===== src/rtl/core/tced_pkg.sv =====
// Shared types and constants of the two-car elevator dispatcher.
// No dependencies; used by tced_car and two_car_elevator_dispatcher.
`timescale 1ns / 1ps
`default_nettype none

package tced_pkg;

    localparam int FLOOR_W = 6;
    localparam logic [FLOOR_W-1:0] FLOOR_MAX = 6'd63;
    localparam logic [FLOOR_W-1:0] FLOOR_GROUND = 6'd1;
    localparam logic [FLOOR_W-1:0] FLOOR_COUNT_RESET = 6'd10;

    localparam int QUEUE_DEPTH_DEFAULT = 16;
    localparam int TIME_BITS_DEFAULT = 16;

    typedef enum logic [1:0] {
        MOT_STOP = 2'd0,
        MOT_UP   = 2'd1,
        MOT_DOWN = 2'd2
    } motion_t;

    typedef enum logic [1:0] {
        ST_IDLE,
        ST_CAR_A,
        ST_CAR_B
    } state_t;

    typedef struct packed {
        logic [FLOOR_W-1:0] floor;
        motion_t            motion;
        logic               carrying;
        logic               busy;
        logic [FLOOR_W-1:0] pickup;
        logic [FLOOR_W-1:0] target;
    } car_t;

endpackage

`default_nettype wire


===== src/rtl/core/tced_car.sv =====
// One tick of one car: take the head call, move or check arrival, pick direction.
// Depends on tced_pkg.
`timescale 1ns / 1ps
`default_nettype none

module tced_car (
    input  tced_pkg::car_t                    cur,
    input  logic                              take,
    input  logic [tced_pkg::FLOOR_W-1:0]      call_pickup,
    input  logic [tced_pkg::FLOOR_W-1:0]      call_target,
    output tced_pkg::car_t                    nxt
);

    always_comb
    begin
        tced_pkg::car_t     c;
        logic               released;
        logic [tced_pkg::FLOOR_W-1:0] goal;

        c = cur;
        released = 1'b0;
        goal = '0;

        if (take)
        begin
            c.pickup   = call_pickup;
            c.target   = call_target;
            c.busy     = 1'b1;
            c.carrying = 1'b0;
        end

        if (c.busy)
        begin
            case (c.motion)
                tced_pkg::MOT_UP:
                begin
                    if (c.floor < tced_pkg::FLOOR_MAX)
                        c.floor = c.floor + 1'b1;
                end
                tced_pkg::MOT_DOWN:
                begin
                    if (c.floor > tced_pkg::FLOOR_GROUND)
                        c.floor = c.floor - 1'b1;
                end
                default:
                begin
                    if (!c.carrying && c.floor == c.pickup)
                        c.carrying = 1'b1;
                    if (c.carrying && c.floor == c.target)
                        released = 1'b1;
                end
            endcase

            if (!released)
            begin
                goal = c.carrying ? c.target : c.pickup;
                if (c.floor < goal)
                    c.motion = tced_pkg::MOT_UP;
                else if (c.floor > goal)
                    c.motion = tced_pkg::MOT_DOWN;
                else if (!c.carrying)
                begin
                    c.motion   = tced_pkg::MOT_STOP;
                    c.carrying = 1'b1;
                end
                else
                    released = 1'b1;
            end

            if (released)
            begin
                c.busy     = 1'b0;
                c.carrying = 1'b0;
                c.motion   = tced_pkg::MOT_STOP;
            end
        end

        nxt = c;
    end

endmodule

`default_nettype wire


===== src/rtl/core/two_car_elevator_dispatcher.sv =====
// Top level of the two-car elevator dispatcher: call queue memory and tick sequencer.
// Depends on tced_pkg and tced_car.
`timescale 1ns / 1ps
`default_nettype none

// Usage:
//   Command channel: an item transfers at a rising edge with start high and busy
//   low. func 0 pushes a call (pickup_floor, target_floor, release_time) into the
//   queue; func 1 advances the tick clock and steps car A, then car B.
//   Result channel: done is high for one cycle; the car fields, waiting_calls,
//   call_rejected and clock_now are valid in that cycle. The receiver cannot
//   stall; each result is taken in the cycle it appears.
//   Sequencing: a push's result is registered at its transfer and busy stays low, so a
//   push can follow every cycle while no tick holds busy. A tick holds busy through states
//   ST_CAR_A and ST_CAR_B and reports as it returns to idle: the call queue memory has one
//   read port with a registered output, and each car needs the current head entry in turn.
//   Configuration: floor_count_wdata is written at an edge with floor_count_we high;
//   the user must do so only while idle, unchecked by the block; it affects later pushes only.
//   Reset: asynchronous, clears the clock, queue pointers and both cars (floor 1,
//   stopped, no call) and sets floor_count to 10. Queue contents need no reset.
module two_car_elevator_dispatcher #(
    parameter int QUEUE_DEPTH = tced_pkg::QUEUE_DEPTH_DEFAULT,
    parameter int TIME_BITS   = tced_pkg::TIME_BITS_DEFAULT
) (
    input  logic                              clk,
    input  logic                              rst_n,
    input  logic                              floor_count_we,
    input  logic [tced_pkg::FLOOR_W-1:0]      floor_count_wdata,
    input  logic                              start,
    output logic                              busy,
    input  logic                              func,
    input  logic [tced_pkg::FLOOR_W-1:0]      pickup_floor,
    input  logic [tced_pkg::FLOOR_W-1:0]      target_floor,
    input  logic [TIME_BITS-1:0]              release_time,
    output logic                              done,
    output logic [tced_pkg::FLOOR_W-1:0]      car_a_floor,
    output logic [1:0]                        car_a_motion,
    output logic                              car_a_carrying,
    output logic                              car_a_busy,
    output logic [tced_pkg::FLOOR_W-1:0]      car_b_floor,
    output logic [1:0]                        car_b_motion,
    output logic                              car_b_carrying,
    output logic                              car_b_busy,
    output logic [$clog2(QUEUE_DEPTH+1)-1:0]  waiting_calls,
    output logic                              call_rejected,
    output logic [TIME_BITS-1:0]              clock_now
);

    localparam int IDX_W  = $clog2(QUEUE_DEPTH);
    localparam int FILL_W = $clog2(QUEUE_DEPTH + 1);
    localparam int FW     = tced_pkg::FLOOR_W;
    localparam int WORD_W = 2 * FW + TIME_BITS;
    localparam logic [IDX_W-1:0]  IDX_LAST = IDX_W'(QUEUE_DEPTH - 1);
    localparam logic [FILL_W-1:0] FILL_FULL = FILL_W'(QUEUE_DEPTH);

    tced_pkg::state_t          state_reg, state_next;
    tced_pkg::car_t            car_a_reg, car_a_next;
    tced_pkg::car_t            car_b_reg, car_b_next;
    logic [TIME_BITS-1:0]      clock_reg, clock_next;
    logic [IDX_W-1:0]          head_reg, head_next;
    logic [IDX_W-1:0]          tail_reg, tail_next;
    logic [FILL_W-1:0]         fill_reg, fill_next;
    logic [FW-1:0]             floor_count_reg;
    logic                      done_reg, done_next;
    logic                      rejected_reg, rejected_next;

    logic [WORD_W-1:0]         queue_mem [QUEUE_DEPTH];
    logic [WORD_W-1:0]         rd_data_reg;
    logic [IDX_W-1:0]          rd_addr;
    logic                      wr_en;

    logic                      accept;
    logic                      push_ok;
    logic                      head_due;
    logic                      take_a, take_b;
    logic [FW-1:0]             head_pickup, head_target;
    logic [TIME_BITS-1:0]      head_release;
    logic [IDX_W-1:0]          head_inc;
    tced_pkg::car_t            car_a_step, car_b_step;

    assign accept = start && !busy;
    assign busy   = (state_reg != tced_pkg::ST_IDLE);

    assign push_ok = (fill_reg != FILL_FULL)
                     && (pickup_floor != '0) && (pickup_floor <= floor_count_reg)
                     && (target_floor != '0) && (target_floor <= floor_count_reg);

    assign head_pickup  = rd_data_reg[WORD_W-1 -: FW];
    assign head_target  = rd_data_reg[WORD_W-FW-1 -: FW];
    assign head_release = rd_data_reg[TIME_BITS-1:0];
    assign head_due     = (fill_reg != '0) && (head_release <= clock_reg);
    assign head_inc     = (head_reg == IDX_LAST) ? '0 : head_reg + 1'b1;

    assign take_a = head_due && !car_a_reg.busy;
    assign take_b = head_due && !car_b_reg.busy;

    tced_car u_car_a (
        .cur         (car_a_reg),
        .take        (take_a),
        .call_pickup (head_pickup),
        .call_target (head_target),
        .nxt         (car_a_step)
    );

    tced_car u_car_b (
        .cur         (car_b_reg),
        .take        (take_b),
        .call_pickup (head_pickup),
        .call_target (head_target),
        .nxt         (car_b_step)
    );

    // Next state.
    always_comb
    begin
        state_next = state_reg;
        unique case (state_reg)
            tced_pkg::ST_IDLE:
            begin
                if (accept && func)
                    state_next = tced_pkg::ST_CAR_A;
            end
            tced_pkg::ST_CAR_A: state_next = tced_pkg::ST_CAR_B;
            tced_pkg::ST_CAR_B: state_next = tced_pkg::ST_IDLE;
            default:            state_next = tced_pkg::ST_IDLE;
        endcase
    end

    // Datapath controls and register updates.
    always_comb
    begin
        car_a_next    = car_a_reg;
        car_b_next    = car_b_reg;
        clock_next    = clock_reg;
        head_next     = head_reg;
        tail_next     = tail_reg;
        fill_next     = fill_reg;
        done_next     = 1'b0;
        rejected_next = rejected_reg;
        wr_en         = 1'b0;
        rd_addr       = head_reg;
        unique case (state_reg)
            tced_pkg::ST_IDLE:
            begin
                if (accept && !func)
                begin
                    done_next     = 1'b1;
                    rejected_next = !push_ok;
                    if (push_ok)
                    begin
                        wr_en     = 1'b1;
                        tail_next = (tail_reg == IDX_LAST) ? '0 : tail_reg + 1'b1;
                        fill_next = fill_reg + 1'b1;
                    end
                end
            end
            tced_pkg::ST_CAR_A:
            begin
                car_a_next = car_a_step;
                if (take_a)
                begin
                    head_next = head_inc;
                    fill_next = fill_reg - 1'b1;
                    rd_addr   = head_inc;
                end
            end
            tced_pkg::ST_CAR_B:
            begin
                car_b_next    = car_b_step;
                done_next     = 1'b1;
                rejected_next = 1'b0;
                if (take_b)
                begin
                    head_next = head_inc;
                    fill_next = fill_reg - 1'b1;
                end
                if (clock_reg != '1)
                    clock_next = clock_reg + 1'b1;
            end
            default:
            begin
                done_next = 1'b0;
            end
        endcase
    end

    always_ff @(posedge clk)
    begin
        if (wr_en)
            queue_mem[tail_reg] <= {pickup_floor, target_floor, release_time};
        rd_data_reg <= queue_mem[rd_addr];
    end

    always_ff @(posedge clk or negedge rst_n)
    begin
        if (!rst_n)
        begin
            state_reg       <= tced_pkg::ST_IDLE;
            car_a_reg       <= '{floor: tced_pkg::FLOOR_GROUND, motion: tced_pkg::MOT_STOP,
                                 carrying: 1'b0, busy: 1'b0, pickup: '0, target: '0};
            car_b_reg       <= '{floor: tced_pkg::FLOOR_GROUND, motion: tced_pkg::MOT_STOP,
                                 carrying: 1'b0, busy: 1'b0, pickup: '0, target: '0};
            clock_reg       <= '0;
            head_reg        <= '0;
            tail_reg        <= '0;
            fill_reg        <= '0;
            floor_count_reg <= tced_pkg::FLOOR_COUNT_RESET;
            done_reg        <= 1'b0;
            rejected_reg    <= 1'b0;
        end
        else
        begin
            state_reg    <= state_next;
            car_a_reg    <= car_a_next;
            car_b_reg    <= car_b_next;
            clock_reg    <= clock_next;
            head_reg     <= head_next;
            tail_reg     <= tail_next;
            fill_reg     <= fill_next;
            done_reg     <= done_next;
            rejected_reg <= rejected_next;
            if (floor_count_we)
                floor_count_reg <= floor_count_wdata;
        end
    end

    assign done           = done_reg;
    assign car_a_floor    = car_a_reg.floor;
    assign car_a_motion   = car_a_reg.motion;
    assign car_a_carrying = car_a_reg.carrying;
    assign car_a_busy     = car_a_reg.busy;
    assign car_b_floor    = car_b_reg.floor;
    assign car_b_motion   = car_b_reg.motion;
    assign car_b_carrying = car_b_reg.carrying;
    assign car_b_busy     = car_b_reg.busy;
    assign waiting_calls  = fill_reg;
    assign call_rejected  = rejected_reg;
    assign clock_now      = clock_reg;

endmodule

`default_nettype wire

===== config.mk =====
export PLATFORM = sky130hd
export DESIGN_NAME = two_car_elevator_dispatcher
export DESIGN_NICKNAME = d
export VERILOG_FILES = /design/src/rtl/core/tced_pkg.sv /design/src/rtl/core/tced_car.sv /design/src/rtl/core/two_car_elevator_dispatcher.sv
export SDC_FILE = /design/constraint.sdc
export NUM_CORES = 1
export LEC_CHECK = 0
export BUFFER_PORTS_ARGS = -buffer_cell sky130_fd_sc_hd__buf_2
export CAP_MARGIN = 20
export CORE_MARGIN = 2
export CORE_UTILIZATION = 50
export DETAILED_ROUTE_END_ITERATION = 12
export PLACE_DENSITY = 0.76
export SKIP_LAST_GASP = 1
export SYNTH_ARGS = -nofsm -noshare
export SYNTH_HDL_FRONTEND = slang
export SYNTH_HIERARCHICAL = 1
export SYNTH_SLANG_ARGS = --single-unit
export TNS_END_PERCENT = 100

===== constraint.sdc =====
create_clock -name clk -period 13.79 [get_ports clk]
set_input_delay 1.379 -clock clk [delete_from_list [all_inputs] [get_ports clk]]
set_output_delay 1.379 -clock clk [all_outputs]
set_load 0.02 [all_outputs]

==> reports/metrics.csv <==
metric,value,unit
worstHoldPathType,reg -> reg,
drc_errors,0,
wl,61820,µm
fin_crit,6.135,ns
synth_warnings,6,
layout_commonest_cell,edfxtp_1,
drv_slew,0,
postCtsSetupBuffers,0,
peakVddDrop,0.0001785,V
synth_ff_type,edfxtp_1,
cts_tree,yes,
final_cell_mix,"edfxtp_1 (448), nand2_1 (160), a21oi_1 (159), o221ai_1 (114)",
synth_area_leaders,"edfxtp_1 (53%), dfrtp_1 (7.9%), mux2_2 (4.9%), o221ai_1 (4.0%), a21oi_1 (3.2%)",
core,49970,µm²
syn_inst,1915,
hold_buffers,0,
drt_iter0_drc,1832,
cts.sinks,559,
syn-num-nets,2019,
first_pass_iters,6,
ys_types,63,
grt_max_degree,141,
crit_path_start_kind,register,
required,14.27,ns
vias,16544,
clkTransAtPathRegs,0.06,ns
post_route_cells_drive_above_1_share,17.97,%
crit_path_end_kind,register,
final_nets,2051,
fp.dieArea,52130,µm²
initial_core_util,50.36,%
dpl.hpwl,33770,µm
place_congestion,0.8929,
grt_pass1_vias,16394,
cp.depth,23,
leakage,0.009901,µW
crit_type,reg -> reg,
fin_util,55.98,%
overflow,0,
clockRootBuffer,clkbuf_16,
fin_skew,0.03136,ns
synth_top_area_share,53.47,%
slowest_delay,0.68,ns
synth_edf_count,448,
critPathMaxFanout,70,
area.growth.synth_to_final,11.17,%
h-tree-depth,2,
wire_per_inst,23.20,µm
ios,83,
antenna_found_initial,3,
clockBufferDepth,3,
hold_viol,0,
fillers,3883,
regToRegStartpoint,clock_now[15]$_DFFE_PN0P_,
crit_chain,"inv_1, ha_1, nand4_1, nor4_1, o21ai_0, a31oi_4, buf_4, nor2_1, buf_4, mux2_1, xnor2_1, nor4_2, a31oi_1, buf_4, mux2i_1, ha_1, nand4_1, nor2_1, o31a_1, a21oi_1, mux2_4, o22a_1, mux2_2",
ys_async_sr_fraction,14.85,%
drv_cap,0,
worstRegToRegCells,23,
crit_buf_inv,4,
outcome,completed,
r2r_end,car_a_motion[0]$_DFFE_PN0N_,
cp_top_family,compound AO/OA/AOI/OAI gates,
postCtsResizedCells,0,
insertion_delay,0.61,ns
regArea,16100,µm²
synth_top_area_cell,edfxtp_1,
via_per_inst,6.208,
grt_first_pass_wirelength,95010,µm
min_period_over_period,44.49,%
multiInputGateArea,8125,µm²
tightest_slew,1.119,ns
crit_slowest_cell,buf_4,
seq_area_frac_synth,63.97,%
cts_buffers,53,
ant_nets,0,
track_usage,23.38,%
crit_end,car_a_motion[0]$_DFFE_PN0N_,
grt_setup_unrepaired,false,
rrSetupSlack,7.66,ns
portBuffers,82,
ys_ff_latch,559,
die_height,228.3,µm
p_per_area,215.3,nW/µm²
setup_viol,0,
crit_top_cell,buf_4,
rows,82,
synth_area,25160,µm²
setup_tns,0,ns
startpoint,clock_now[15]$_DFFE_PN0P_,
worst-endpoint-arrival,6.62,ns
die_w,228.3,µm
maxSlewHeadroom,25.24,%
largest_register_ffs,448,
fmax,163.0,MHz
avgSynthCellArea,13.14,µm²
## per-stage QoR
stage          hold WS [ns]  std cells  area [µm²]  total power (µW)  setup slack (ns)
6_report             0.5057       2665       27970              6022             7.655
5_1_grt              0.5233       2665       27970              6339             7.167
4_1_cts              0.5063       2658       27850              6002             7.325
3_5_place_dp         0.4914       2558       26120              4562             7.366
3_3_place_gp         0.4827       2558       26120              4479             7.699
2_1_floorplan        0.4733       1915       25160              3945             8.251
## area by class of cell
class / count / share of cell area [%]
diodes: 1 / 0.008947
clock buffers: 67 / 5.041
clock inverters: 33 / 1.141
inverters: 109 / 1.463
multi-input cells: 1106 / 29.05
flip-flops and latches: 559 / 57.54
well taps: 672 / 3.006
repair buffers: 118 / 2.747
## Yosys cell counts, drive strengths merged (9+ instances only)
| library cell | count |
|---|---|
| a21oi | 160 |
| a221o | 58 |
| buf | 75 |
| clkbuf | 66 |
| dfrtp | 79 |
| dfxtp | 28 |
| edfxtp | 448 |
| ha | 64 |
| inv | 109 |
| mux2 | 132 |
| mux2i | 17 |
| nand2 | 160 |
| nand2b | 9 |
| nand3 | 16 |
| nand4 | 41 |
| nor2 | 56 |
| nor2b | 9 |
| nor3 | 23 |
| o21ai | 114 |
| o221ai | 114 |
| xnor2 | 36 |
| xor2 | 10 |
## cell families (layout without fill, tap and decap cells)
group	Yosys count	count (layout)	synth area share, %
flip-flops	559	559	63.97
AO/OA/AOI/OAI	498	498	13.50
AND/OR/NAND/NOR	348	348	6.500
buffers and inverters	250	327	4.446
multiplexers	149	149	6.718
adder cells (fa/ha/maj)	65	65	3.262
XOR/XNOR	46	46	1.601
other	0	1	0
## worst min-delay path by stage
| stage | startpoint | endpoint | slack (ns) | cells past startpoint |
|---|---|---|---|---|
| finish | car_b_reg[3]$_DFFE_PN0P_ | car_b_reg[3]$_DFFE_PN0P_ | 0.51 | 1 |
| CTS | car_b_reg[5]$_DFFE_PN0P_ | car_b_reg[5]$_DFFE_PN0P_ | 0.51 | 1 |
| floorplan | car_a_reg[10]$_DFFE_PN0N_ | car_a_reg[10]$_DFFE_PN0N_ | 0.47 | 1 |
| detailed placement | car_a_reg[10]$_DFFE_PN0N_ | car_a_reg[10]$_DFFE_PN0N_ | 0.49 | 1 |
| global route | car_b_reg[10]$_DFFE_PN0P_ | car_b_reg[10]$_DFFE_PN0P_ | 0.52 | 1 |
| global placement | car_b_reg[10]$_DFFE_PN0P_ | car_b_reg[10]$_DFFE_PN0P_ | 0.48 | 1 |
## where the power goes
group / leakage (µW) / total (µW) / switching [µW] / internal, µW
clock network: 0.000842 / 1440 / 622 / 822
logic: 0.00374 / 2430 / 1510 / 920
registers: 0.00532 / 2150 / 168 / 1980
total: 0.00990 / 6020 / 2300 / 3730
## per-layer routing
metal	global-route usage (%)	routed length, µm	vias up
met1	31.57	24910	8163
met3	4.703	6118	137
met5	0	13	-
li1	-	-	7364
met2	37.68	28980	878
met4	8.660	1796	2
(Power assumes the default switching activity.)
